## src/design/h2rgb_pkg.sv

```systemverilog
// shared types, constants and helpers for the hsv to rgb conversion core
// no dependencies

package h2rgb_pkg;

    localparam int FRAC_BITS  = 12;
    localparam int FIELD_W    = FRAC_BITS + 1;
    localparam int H6_W       = FRAC_BITS + 3;
    localparam int SEC_W      = 3;
    localparam int BYTE_W     = 8;
    localparam int NUM_STAGES = 4;

    localparam logic [FIELD_W-1:0] ONE_VAL = FIELD_W'(1) << FRAC_BITS;

    // colour hexagon sector, from the integer part of hue times six
    typedef enum logic [SEC_W-1:0] {
        SEC_RED_YEL = 3'd0,
        SEC_YEL_GRN = 3'd1,
        SEC_GRN_CYN = 3'd2,
        SEC_CYN_BLU = 3'd3,
        SEC_BLU_MAG = 3'd4,
        SEC_MAG_RED = 3'd5,
        SEC_WRAP    = 3'd6
    } t_sector;

    typedef logic [FIELD_W-1:0] t_level;
    typedef logic [BYTE_W-1:0]  t_byte;

    typedef struct packed {
        logic [NUM_STAGES-1:0] load;
        logic                  in_ready;
        logic                  out_valid;
    } t_pipe_ctl;

    // saturate a field to one
    function automatic t_level clamp_one(input t_level x);
        return (x > ONE_VAL) ? ONE_VAL : x;
    endfunction

    // (level * 255) >> FRAC_BITS
    function automatic t_byte to_byte(input t_level lvl);
        logic [FIELD_W+BYTE_W-1:0] prod;
        prod = {lvl, {BYTE_W{1'b0}}} - {{BYTE_W{1'b0}}, lvl};
        return prod[FRAC_BITS+BYTE_W-1:FRAC_BITS];
    endfunction

endpackage

```

## src/design/h2rgb_pipe_ctl.sv

```systemverilog
// valid tracking and stage load enables for the conversion pipeline
// depends on h2rgb_pkg

module h2rgb_pipe_ctl
    import h2rgb_pkg::*;
(
    input  logic      i_clk,
    input  logic      i_rst_n,
    input  logic      i_in_valid,
    input  logic      i_out_ready,
    output t_pipe_ctl o_ctl
);

    logic [NUM_STAGES-1:0] r_valid;
    logic [NUM_STAGES-1:0] n_valid;
    logic [NUM_STAGES-1:0] stage_ready;
    logic [NUM_STAGES-1:0] up_valid;

    always_comb begin
        // a stage takes new data when empty or when its content moves on
        for (int k = NUM_STAGES - 1; k >= 0; k--) begin
            if (k == NUM_STAGES - 1) begin
                stage_ready[k] = !r_valid[k] || i_out_ready;
            end else begin
                stage_ready[k] = !r_valid[k] || stage_ready[k+1];
            end
        end
        for (int k = 0; k < NUM_STAGES; k++) begin
            up_valid[k] = (k == 0) ? i_in_valid : r_valid[(k == 0) ? 0 : k - 1];
            n_valid[k]  = stage_ready[k] ? up_valid[k] : r_valid[k];
        end
    end

    always_ff @(posedge i_clk) begin
        if (!i_rst_n) begin
            r_valid <= '0;
        end else begin
            r_valid <= n_valid;
        end
    end

    always_comb begin
        o_ctl.load      = stage_ready & up_valid;
        o_ctl.in_ready  = stage_ready[0];
        o_ctl.out_valid = r_valid[NUM_STAGES-1];
    end

endmodule

```

## config.mk

```make
export PLATFORM = sky130hd
export DESIGN_NAME = h2rgb_pipe_ctl
export DESIGN_NICKNAME = d
export VERILOG_FILES = /design/src/design/h2rgb_pkg.sv /design/src/design/h2rgb_pipe_ctl.sv
export SDC_FILE = /design/constraint.sdc
export NUM_CORES = 1
export LEC_CHECK = 0
export CORE_AREA = 2 2 39 41
export CTS_CLUSTER_SIZE = 20
export DETAILED_ROUTE_END_ITERATION = 8
export DIE_AREA = 0 0 41 43
export DONT_BUFFER_PORTS = 1
export SLEW_MARGIN = 20
export SYNTH_ARGS = -nofsm -noshare
export SYNTH_HDL_FRONTEND = slang
export SYNTH_SLANG_ARGS = --single-unit
```

## constraint.sdc

```tcl
create_clock -name i_clk -period 0.9 [get_ports i_clk]
set_input_delay 0.045 -clock i_clk [delete_from_list [all_inputs] [get_ports i_clk]]
set_output_delay 0.045 -clock i_clk [all_outputs]
set_load 0.01 [all_outputs]
```

# Word-level counts from Yosys, hierarchy flattened
# Cells that the tools add are included.
# word_totals
latch_bits,0
n_memories,0
ramBits,0
out_inout_bits,6
in_bits,4
rom_bits,0
ff_bits,4
word_cells,13
# op_classes
shift,0
bitwise,1
multipliers,0
mux,0
div_mod_pow,0
n_lt_le_gt_ge,0
n_reduce_logical,8
n_eq_ne,0
n_addsub,0
# ops
cell,n
AND 4 bit,1
logical NOT 1 bit,4
logical OR 1 bit,4

# Longest topological paths before layout
# logic_depth
ltp_word,6
depth_mapped,3

# Worst setup path before layout
# Ideal clock, no wire load.
# synth_path
kind,register -> output
start,reg r_valid[3]
end,out o_ctl[2] in the netlist's numbering
t_required_ns,0.855
path_buffers,0
arrival_time_ns,0.822
path_slack_ns,0.033
path_stages_with_launch,3
cell_sequence,dfxtp_1 -> and4b_4 -> a21boi_0
# synth_rtl
item,line,text
from (decl),h2rgb_pipe_ctl.sv:14,logic [NUM_STAGES-1:0] r_valid;
from (signal assigned),h2rgb_pipe_ctl.sv:38,r_valid <= n_valid;
to (decl),h2rgb_pipe_ctl.sv:11,output t_pipe_ctl o_ctl

# Final worst setup path
# layout_path
start,reg r_valid[1]
end,reg r_valid[0]
# layout_between
elab_chain_len,3
# layout_lines
item,line,text
logical NOT 1 bit,h2rgb_pipe_ctl.sv:25,stage_ready[k] = !r_valid[k] || stage_ready[k+1];
logical OR 1 bit (2 in a row),h2rgb_pipe_ctl.sv:25,
# Every way passes these cells.
# A chain may end at the register's enable or synchronous reset.

==> flow_metrics.py <==
metrics = {
    "finish": {
        "layout_commonest_cell": "buf_4",
        "drive_gt1_share_pct": 66.7,
        "final_cell_mix": "buf_4 (7), nor2b_4 (3), o21a_1 (3), clkbuf_4 (3), dfxtp_2 (3)",
        "utilization_pct": 24.2,
        "largest_reg_flops": 4,
        "nFillCells": 157,
        "reg_top3": "r_valid: 4 flops",
        "finalNetCount": 36,
        "final_cells": 46,
        "area_delta_synth_final_pct": 75.2,
        "regMostFlops": "r_valid",
        "antenna_cells": 0,
    },
    "floorplan": {
        "design.die.area_um2": 1760,
        "io_pins": 10,
        "die_h_um": 43,
        "coreArea_um2": 1380,
        "fp.dieW_um": 41,
        "initial_core_util_pct": 13.8,
        "num_rows": 14,
    },
    "flow_run": {
        "max_cap_viol_count": 0,
    },
    "grt": {
        "antenna_found_initial": 0,
        "grt_max_degree": 6,
        "overflow": 0,
        "grt_pass1_vias": 185,
        "grt_util_all_layers_pct": 6.93,
        "grt_pass1_wl_um": 724,
    },
    "sta": {
        "worst_pin_slew_ns": 0.183,
        "hold-worst-slack_ns": 0.0358,
        "rsz0062_at_grt": "yes",
        "final-hold-violation-count": 0,
        "setup_slack_ns": -0.156,
        "fin_crit_sh_pct": 117,
        "setup_viol": 8,
        "fin_skew_ns": 0.00273,
        "finalMaxSlewViolations": 0,
        "fmax_ghz": 0.947,
        "maxSlewHeadroom_pct": 87.8,
        "period_minus_slack_ns": 1.06,
    },
    "synth": {
        "synth-compound-area-share_pct": 20.3,
        "synth_top_family_by_area": "simple AND/OR/NAND/NOR gates",
        "muxShareOfSynthArea_pct": 0,
        "ys_seq_area_share_pct": 41.8,
        "yosys.area_share.adder_pct": 0,
        "synth_area_per_cell_um2": 10.1,
        "synth_top_area_share_pct": 41.8,
        "synth.ff_latch_count": 4,
        "ys_types": 10,
        "syn-cell-area_um2": 191,
        "synthXorXnorAreaFrac_pct": 0,
        "yosys_warnings": 0,
        "synth_fp_nets": 23,
        "synth_simple_gate_area_share_pct": 30.1,
        "netlist.top_cell.by_area": "dfxtp_1",
        "synthCells": 19,
        "synth_area_leaders": "dfxtp_1 (42%), nor2b_1 (13%), o21a_1 (12%)",
    },
    "critical_path": {
        "cpMostUsedCell": "buf_4",
        "cp_slowest_cell": "dfxtp_2",
        "r2r_setup_slack_ns": -0.16,
        "timing.rr.start": "r_valid[1]$_SDFFE_PN0P_",
        "cp-startpoint": "r_valid[1]$_SDFFE_PN0P_",
        "crit_fanout": 3,
        "cp-start-kind": "flop",
        "worstPathRequired_ns": 1.02,
        "end_kind": "flop",
        "cp-endpoint": "r_valid[0]$_SDFFE_PN0P_",
        "crit_arrival_ns": 1.18,
        "cp_cell_sequence": "and4b_4, buf_4, buf_4, a22o_1",
        "reg2reg_to": "r_valid[0]$_SDFFE_PN0P_",
        "critPathKind": "reg2reg",
        "cpPeakStageDelay_ns": 0.31,
        "reg2regPathDepth": 4,
    },
    "placed_design": {
        "port_buffers": 0,
        "dp_cells": 36,
        "gp_congestion": 0.548,
        "place_ws_ns": -0.0125,
    },
    "drt": {
        "drt_first_pass_iters": 2,
        "drt_iter0_drc": 1,
        "drcViolationCount": 0,
        "routedWlPerCell_um": 10.3,
        "antenna_left": 0,
        "vias": 176,
        "vias_per_cell": 3.83,
        "wl_um": 474,
    },
    "pwr": {
        "leakage_nw": 0.145,
        "ir_worst_vdd_mv": 0.323,
        "power_density_nw_per_um2": 1350,
    },
    "clocking": {
        "clk_pin_slew_ns": 0.04,
        "clkSinkCount": 4,
        "clk_latency_ns": 0.23,
        "htree_levels": 1,
        "cts_tree": "built",
        "numCtsBuffers": 3,
        "root_buffer": "clkbuf_4",
        "ctsLongestPathBuffers": 2,
    },
    "run_status": {
        "violations": "setup timing",
        "outcome": "complete, but fails checks",
    },
    "min_path": {
        "hold_class": "in2reg",
    },
}
## cell families after synthesis
logic type | after synthesis
flops | 4
compound gates | 5
simple gates | 8
buf+inv | 2
## worst max-delay path, delay by kind of cell, from the launching register on
family                 cells  cell delay, ns
DFF                        1            0.31
AOI/OAI and AO/OA          1            0.17
and+or+nand+nor            1            0.21
buffers and inverters      2            0.27
## through the flow
step	TNS, ns	area (µm²)	power [mW]
finish	-0.739	335	0.453
global route	-1.09	335	0.480
CTS	-0.773	312	0.460
detailed placement	-0.0125	219	0.220
global placement	-0.00656	219	0.219
floorplan	0	191	0.212
## where the power goes
part	internal, mW	leakage, nW	total (mW)	switching [mW]
registers	0.186	0.0341	0.192	0.00589
clock network	0.149	0.0138	0.214	0.0655
logic	0.0314	0.0974	0.0472	0.0158
## Yosys cell counts
master    count
nor2b_1       4
and3b_1       1
a22o_1        1
a21boi_0      1
and4b_4       1
and2_1        1
dfxtp_1       4
buf_4         2
nand2_1       1
o21a_1        3
## per-layer routing
layer	global-route usage [%]	up-vias	routed length [µm]
met5	0	-	0
met4	8.00	0	0
met3	3.66	0	47
met2	10.3	5	276
met1	5.48	85	149
li1	-	86	-
## area by class of cell
cell class / count / area [µm²] / share of cell area (%)
multi-input cells: 13 / 125 / 37.3
repair buffers: 10 / 83.8 / 25.0
well taps: 16 / 20.0 / 5.97
flip-flops and latches: 4 / 83.8 / 25.0
clock buffers: 3 / 22.5 / 6.72
## worst min-delay path by stage
stage,cells past startpoint,to,slack [ns],start
after floorplan,1,r_valid[2]$_SDFFE_PN0P_,0.16,i_rst_n
after global placement,1,r_valid[2]$_SDFFE_PN0P_,0.16,i_rst_n
after detailed placement,1,r_valid[2]$_SDFFE_PN0P_,0.17,i_rst_n
after CTS,2,r_valid[0]$_SDFFE_PN0P_,0.05,i_rst_n
after global routing,2,r_valid[3]$_SDFFE_PN0P_,0.04,i_out_ready
final,2,r_valid[3]$_SDFFE_PN0P_,0.04,i_out_ready
## what timing repair did
item / in CTS / in global routing
endpoints found under the hold margin: 4 / 0
pin swaps: 3 / 0
setup endpoints to repair: 5 / 8
hold buffers: 2 / 0
gates resized for setup: 9 / 4
setup buffers: 4 / 1
(Power assumes the default switching activity.)
